## config.mk

```make
export PLATFORM = sky130hd
export DESIGN_NAME = hpt_csr
export DESIGN_NICKNAME = d
export VERILOG_FILES = /design/src/hpt_pkg.sv /design/src/hpt_csr.sv
export SDC_FILE = /design/constraint.sdc
export NUM_CORES = 1
export LEC_CHECK = 0
export BUFFER_PORTS_ARGS = -buffer_cell sky130_fd_sc_hd__buf_4
export CELL_PAD_IN_SITES_DETAIL_PLACEMENT = 1
export CELL_PAD_IN_SITES_GLOBAL_PLACEMENT = 2
export CORE_MARGIN = 5
export CORE_UTILIZATION = 32
export DETAILED_ROUTE_END_ITERATION = 10
export PLACE_DENSITY = 0.87
export SLEW_MARGIN = 5
export SYNTH_ARGS = -nofsm -noshare
export SYNTH_HDL_FRONTEND = slang
export SYNTH_SLANG_ARGS = --single-unit
```

## constraint.sdc

```tcl
create_clock -name clock -period 1.4 [get_ports clock]
set_input_delay 0.14 -clock clock [delete_from_list [all_inputs] [get_ports clock]]
set_output_delay 0.14 -clock clock [all_outputs]
set_load 0.01 [all_outputs]
```

## src/hpt_pkg.sv

```systemverilog
// ----------------------------------------------------------------------------
// hpt_pkg
// Shared constants and register indexes of the point transform.
// ----------------------------------------------------------------------------
package hpt_pkg;
   localparam int COORD_WIDTH_DEF = 32;
   localparam int FRAC_BITS_DEF   = 16;
   localparam int REG_WIDTH       = 32;
   localparam int CSR_ADDR_WIDTH  = 6;

   typedef enum logic [2:0] {
      REG_COEF_XX = 3'd0, REG_COEF_XY = 3'd1, REG_OFFSET_X = 3'd2,
      REG_COEF_YX = 3'd3, REG_COEF_YY = 3'd4, REG_OFFSET_Y = 3'd5,
      REG_PERSP_W = 3'd6, REG_PERSP_C = 3'd7
   } reg_index_type;

   localparam logic [31:0] RESET_ONE = 32'd65536;
endpackage

```

## src/hpt_csr.sv

```systemverilog
// ----------------------------------------------------------------------------
// hpt_csr
// Configuration register file behind the APB-style port.
// ----------------------------------------------------------------------------
module hpt_csr (
   input  logic        clock,
   input  logic        reset,
   input  logic        psel,
   input  logic        penable,
   input  logic        pwrite,
   input  logic [hpt_pkg::CSR_ADDR_WIDTH-1:0] paddr,
   input  logic [63:0] pwdata,
   output logic [63:0] prdata,
   output logic        pready,
   output logic [31:0] coef_ff [6],
   output logic [63:0] persp_w_ff,
   output logic [31:0] persp_c_ff
);
   import hpt_pkg::*;
   logic          wr;
   reg_index_type idx;

   assign pready = 1'b1;
   assign wr  = psel & penable & pwrite;
   assign idx = reg_index_type'(paddr[5:3]);

   always_ff @(posedge clock) begin
      if (reset) begin
         coef_ff[0] <= RESET_ONE; coef_ff[1] <= '0; coef_ff[2] <= '0;
         coef_ff[3] <= '0; coef_ff[4] <= RESET_ONE; coef_ff[5] <= '0;
         persp_w_ff <= '0; persp_c_ff <= RESET_ONE;
      end else if (wr && paddr[2:0] == 3'd0) begin
         case (idx)
            REG_PERSP_W: persp_w_ff <= pwdata;
            REG_PERSP_C: persp_c_ff <= pwdata[31:0];
            default:     coef_ff[idx] <= pwdata[31:0];
         endcase
      end
   end

   always_comb begin
      case (idx)
         REG_PERSP_W: prdata = persp_w_ff;
         REG_PERSP_C: prdata = {32'd0, persp_c_ff};
         default:     prdata = {32'd0, coef_ff[idx]};
      endcase
   end
endmodule

```

Word-level counts from Yosys, hierarchy flattened
Cells that the tools add are included.
- equality and inequality tests: 2
- $lt $le $gt $ge: 2
- reduce and logical (&&, ||, !) cells: 7
- bitwise operators: 4
- mux-type cells: 7
- operator list (cell ; count):
    192-bit bitwise mux ; 1
    64-bit case mux with 2 select lines ; 1
    32-bit binary-select mux with 3-bit select ; 1
    32-bit demux with 3-bit select ; 1
    32-bit two-way mux ; 3
    3-bit equality test (second input constant) ; 2
    2-bit AND reduction ; 3
    4-bit >= comparator (second input constant) ; 1
    4-bit by 1-bit < comparator with 1-bit output (second input constant) ; 1
    3-bit inverter with 4-bit output ; 1
    3-bit zero test ; 1
    1-bit AND ; 2
    1-bit logical AND ; 2
    2-bit OR reduction ; 1
    1-bit inverter ; 1
- output and inout port bits: 353
- word-level logic and storage cells: 30
- register bits after elaboration: 288

Logic depth before layout (Yosys ltp)
- word-level depth: 6
- gate-level depth with buffers: 7
- gate-level depth less buffers: 3

Worst setup path before layout
Ideal clock, no wire load.
- kind: input-to-output
- start: input port paddr[4] (netlist name)
- end: output port prdata[14]
- buffers on the path: 2
- data required time: 1.260 ns
- stages: 5
- slack: 0.007 ns
- arrival: 1.253 ns
- cells stage by stage: buf_4 buf_2 mux2_2 a221oi_1 o22ai_1
- longest elaborated chain between the ends: 5
- elaborated cells on any way between the ends: 7
- ends and longest elaborated chain (element ; line ; RTL):
    start: declaration ; hpt_csr.sv:11 ; input logic [hpt_pkg::CSR_ADDR_WIDTH-1:0] paddr,
    3-bit inverter with 4-bit output (not written as such) ; hpt_csr.sv:45 ; default: prdata = {32'd0, coef_ff[idx]};
    32-bit binary-select mux with 3-bit select ; hpt_csr.sv:45 ;
    32-bit two-way mux (not written as such) (2 in series) ; hpt_csr.sv:45 ;
    64-bit case mux with 2 select lines * ; hpt_csr.sv:42 ; case (idx)
    end: declaration ; hpt_csr.sv:13 ; output logic [63:0] prdata,
Mark *: on every way between the ends. The rest lies on a longest branch, timed or not. The select of a mux whose other input is x is not followed.

Final worst setup path
- start: register coef_ff[105] (netlist name)
- end: output port prdata[9]
- longest elaborated chain between the ends: 4
- ends and longest elaborated chain (element ; line ; RTL):
    start: declaration ; hpt_csr.sv:15 ; output logic [31:0] coef_ff [6],
    start signal: indexed assignment ; hpt_csr.sv:36 ; default: coef_ff[idx] <= pwdata[31:0];
    32-bit binary-select mux with 3-bit select ; hpt_csr.sv:45 ;
    32-bit two-way mux (not written as such) (2 in series) ; hpt_csr.sv:45 ;
    64-bit case mux with 2 select lines ; hpt_csr.sv:42 ;
Every way passes these cells. The select of a mux whose other input is x is not followed.

==> key figures <==
Logic synthesis
  • Share of Yosys cell area claimed by the top area cell type: between 40% and 50%
  • Cell count after synthesis: about 1300
  • Sequential cell area fraction in the yosys report: a little over two fifths
  • Warning count from the yosys run: 0
  • Most numerous cell types in the synthesized netlist: 349 x sky130_fd_sc_hd__nand2b_1, 290 x sky130_fd_sc_hd__mux2i_1, 288 x sky130_fd_sc_hd__dfxtp_1, 56 x sky130_fd_sc_hd__clkbuf_1, 39 x sky130_fd_sc_hd__nand2_1
  • Post-Syn Area: 13900 sq um
  • Avg Synthesized Cell Area: approximately 11 sq um
  • Cell types with the largest area share after synthesis: sky130_fd_sc_hd__dfxtp_1 42%, sky130_fd_sc_hd__mux2i_1 21%, sky130_fd_sc_hd__nand2b_1 16%
  • Most common cell in the netlist: sky130_fd_sc_hd__nand2b_1
  • Number of enable-type register cells in the synthesized netlist: 0
  • Flop and latch count out of synthesis: 288
  • Dominant synthesized flop cell: sky130_fd_sc_hd__dfxtp_1
  • Cell taking the most area after synthesis: sky130_fd_sc_hd__dfxtp_1
  • Number of nets produced by synthesis: approximately 1400
  • Synth async-reset ratio: 0%
  • Distinct cell type count after synthesis: 46

Worst hold path
  • Worst hold start: pwdata[25]
  • Class of the most critical hold timing path: primary input to flop

Floorplan
  • Y dimension of the die: 218 um
  • Core footprint: between 40000 and 50000 sq um
  • Standard-cell row count: 76
  • Number of ports placed on the die boundary: between 400 and 500
  • Die X: around 220 um
  • Initial core utilization: between 30% and 40%
  • Die outline area: between 40000 and 50000 sq um

Layout
  • Final-stage net count: 1991
  • Signed area change from the synthesized netlist to the final layout: 56.2%
  • Register area: around 6000 sq um
  • Non-Filler Instances: 2524
  • Area taken by multi-input logic gates: 7820 sq um
  • Share of post-route cells with drive strength above 1: 51.0%
  • Fillcell total: 4683
  • Share of the core filled with cells: 50.3%
  • Cell area after layout: 21600 sq um
  • Total inserted antenna cells: 0

Clocking
  • H-Tree Depth: 2
  • CTS buffer count: 36
  • Clock-pin slew reported for the worst setup and hold paths after clock tree synthesis: 0.06 ns
  • Clock Tree Root: sky130_fd_sc_hd__clkbuf_16
  • Clock network latency to the later pin of the worst-skew pair: 0.55 ns
  • Count of clock tree sinks: 288
  • Worst-case clock buffer depth: 3
  • TritonCTS clock tree: built

Global routing
  • Maximum number of pins on one net before global-route repair: 51
  • Sum of overflow across all layers after global routing: 0
  • Number of global-route vias before repair: 13900
  • First-pass GRT wire length: 88000 um
  • Antenna violations before repair: 0
  • Total routing usage reported by global routing: 24.1%

Pwr
  • Leakage dissipation: around 11 nW
  • Power after layout: 19.5 mW
  • Areal power density over the cells: between 900 and 1000 nW/um^2
  • Flop pwr share: a little over two fifths
  • Peak VDD IR: 0.746 mV
  • Internal power component: 14.8 mW
  • Combinational share of power: 8.7%
  • Power spent charging and discharging nets: 4.72 mW
  • Net switching share of the total power: 24.2%
  • Clock power share: between 40% and 50%

STA
  • Number of hold violations in the final report: 0
  • Time the worst path needs with I/O delays and setup: 1.97 ns
  • Final critical-path share of the clock period: 141%
  • Setup repair after global routing missed its margin: yes
  • Max Freq: 507 MHz
  • Final slew viol count: 0
  • Setup tns final: -15.62 ns
  • Final worst-path setup slack: -0.574 ns
  • Worst hold margin: 0.0388 ns
  • Number of setup violations in the final report: 64
  • Clock skew after layout: 0 ns

Place
  • Total of buffers placed on input and output ports: 426
  • DP Area: 18700 sq um
  • Number of placed instances with taps included: ~2300
  • Worst slack at placement: -0.318 ns
  • Sum of net half-perimeters after detailed placement: ~43000 um
  • Final RePlAce weighted congestion: 0.820

Job
  • Max-capacitance violation count: 0

Outcome
  • Result of the run: complete, but fails checks
  • Violations in the final reports: setup timing

Worst setup path
  • Maximum fanout count along the critical path: 2
  • WP data arrival: 1.83 ns
  • Critical path endpoint category: primary output
  • Setup CP Type: flop to primary output
  • CP Data Required Time: ~1.3 ns
  • Worst r2r src: coef_ff[26]
  • Launching element type of the critical path: flop
  • Critical path launch point: coef_ff[105]

Routing
  • Via count of the routed design: 12500
  • Number of nets with antenna violations after routing: 0
  • Final routed DRC violation total: 0
  • Detailed-route wire length per cell: 24.1 um
  • Drt first-iter violations: 663
  • Routed Wire Length: 60800 um
  • Ratio of routed vias to standard cells: 4.96
  • DR pass1 iterations: 4
power by group through the flow:
stage | combinational (mW) | sequential [mW] | clock (mW)
after floorplan | 0.735 | 8.40 | 0
after global placement | 1.49 | 8.40 | 0
after detailed placement | 1.52 | 8.40 | 0
after CTS | 1.66 | 8.21 | 9.75
after global routing | 1.79 | 8.20 | 10.1
final | 1.70 | 8.21 | 9.58
path summary, 6_finish.rpt:
path / endpoint / slack [ns] / cells after the start
min: coef_ff[121] / 0.04 / 3
max reg2reg: coef_ff[26] / 0.57 / 4
min reg2reg: persp_w_ff[25] / 0.49 / 2
max: prdata[9] / -0.57 / 4
timing repair:
| item | in CTS | in global routing |
|---|---|---|
| endpoints found under the hold margin | 45 | 0 |
| cloned | 0 | 0 |
| gates resized for setup | 183 | 61 |
| hold buffers | 34 | 0 |
| pin swaps | 47 | 34 |
| endpoints found under the setup margin | 64 | 64 |
| setup buffers | 76 | 14 |
layout by cell type, fill, tap and decap left out, types with 7 or more instances in the layout:
cell,Yosys,routed
sky130_fd_sc_hd__buf_4,19,602
sky130_fd_sc_hd__nand2b_1,349,349
sky130_fd_sc_hd__mux2i_1,290,290
sky130_fd_sc_hd__dfxtp_1,288,160
sky130_fd_sc_hd__dfxtp_2,0,126
sky130_fd_sc_hd__buf_12,0,42
sky130_fd_sc_hd__clkbuf_16,0,36
sky130_fd_sc_hd__and2_1,35,35
sky130_fd_sc_hd__dlygate4sd3_1,0,34
sky130_fd_sc_hd__nand2_2,0,31
sky130_fd_sc_hd__mux4_2,24,24
sky130_fd_sc_hd__mux2_4,4,21
sky130_fd_sc_hd__buf_6,13,20
sky130_fd_sc_hd__a221o_1,15,15
sky130_fd_sc_hd__a22oi_1,15,13
sky130_fd_sc_hd__a221oi_2,1,10
sky130_fd_sc_hd__mux2_2,18,8
sky130_fd_sc_hd__nand2_1,39,8
sky130_fd_sc_hd__clkbuf_8,0,8
sky130_fd_sc_hd__a221oi_4,0,7
sky130_fd_sc_hd__a221oi_1,23,7
layout make-up:
cell class | count | share of cell area [%]
multi-input combinational | 888 | 36.1
clock inverter | 13 | 0.821
clock buffer | 48 | 4.74
tap | 585 | 3.38
inverter | 3 | 0.0520
timing repair buffer | 699 | 27.5
sequential | 288 | 27.4
per-layer routing:
layer	routed length, um	global-route usage, %	share of wire, %	vias up
li1	-	-	-	5718
met1	25400	29.8	42	6329
met2	29900	41.2	49	376
met3	3540	5.69	5.8	104
met4	1960	8.46	3.2	0
met5	0	0	0	-
state kept, by name (all words and copies together) (netlist names):
| name | flops |
|---|---|
| persp_c_ff | 32 |
| persp_w_ff | 64 |
| coef_ff | 192 |
kinds of logic after synthesis:
family | synth area share [%]
DFF | 41.6
AOI/OAI and AO/OA | 4.90
other | 0.0271
buffers and inverters | 5.32
muxes | 27.5
and+or+nand+nor | 20.7
critical path: stages (launching register included):
cell and delay [ns]:
sky130_fd_sc_hd__dfxtp_2 0.32, sky130_fd_sc_hd__mux2_4 0.26, sky130_fd_sc_hd__a221o_1 0.29, sky130_fd_sc_hd__a221o_1 0.31
sky130_fd_sc_hd__buf_6 0.13
Power figures use the tool's default switching activity.
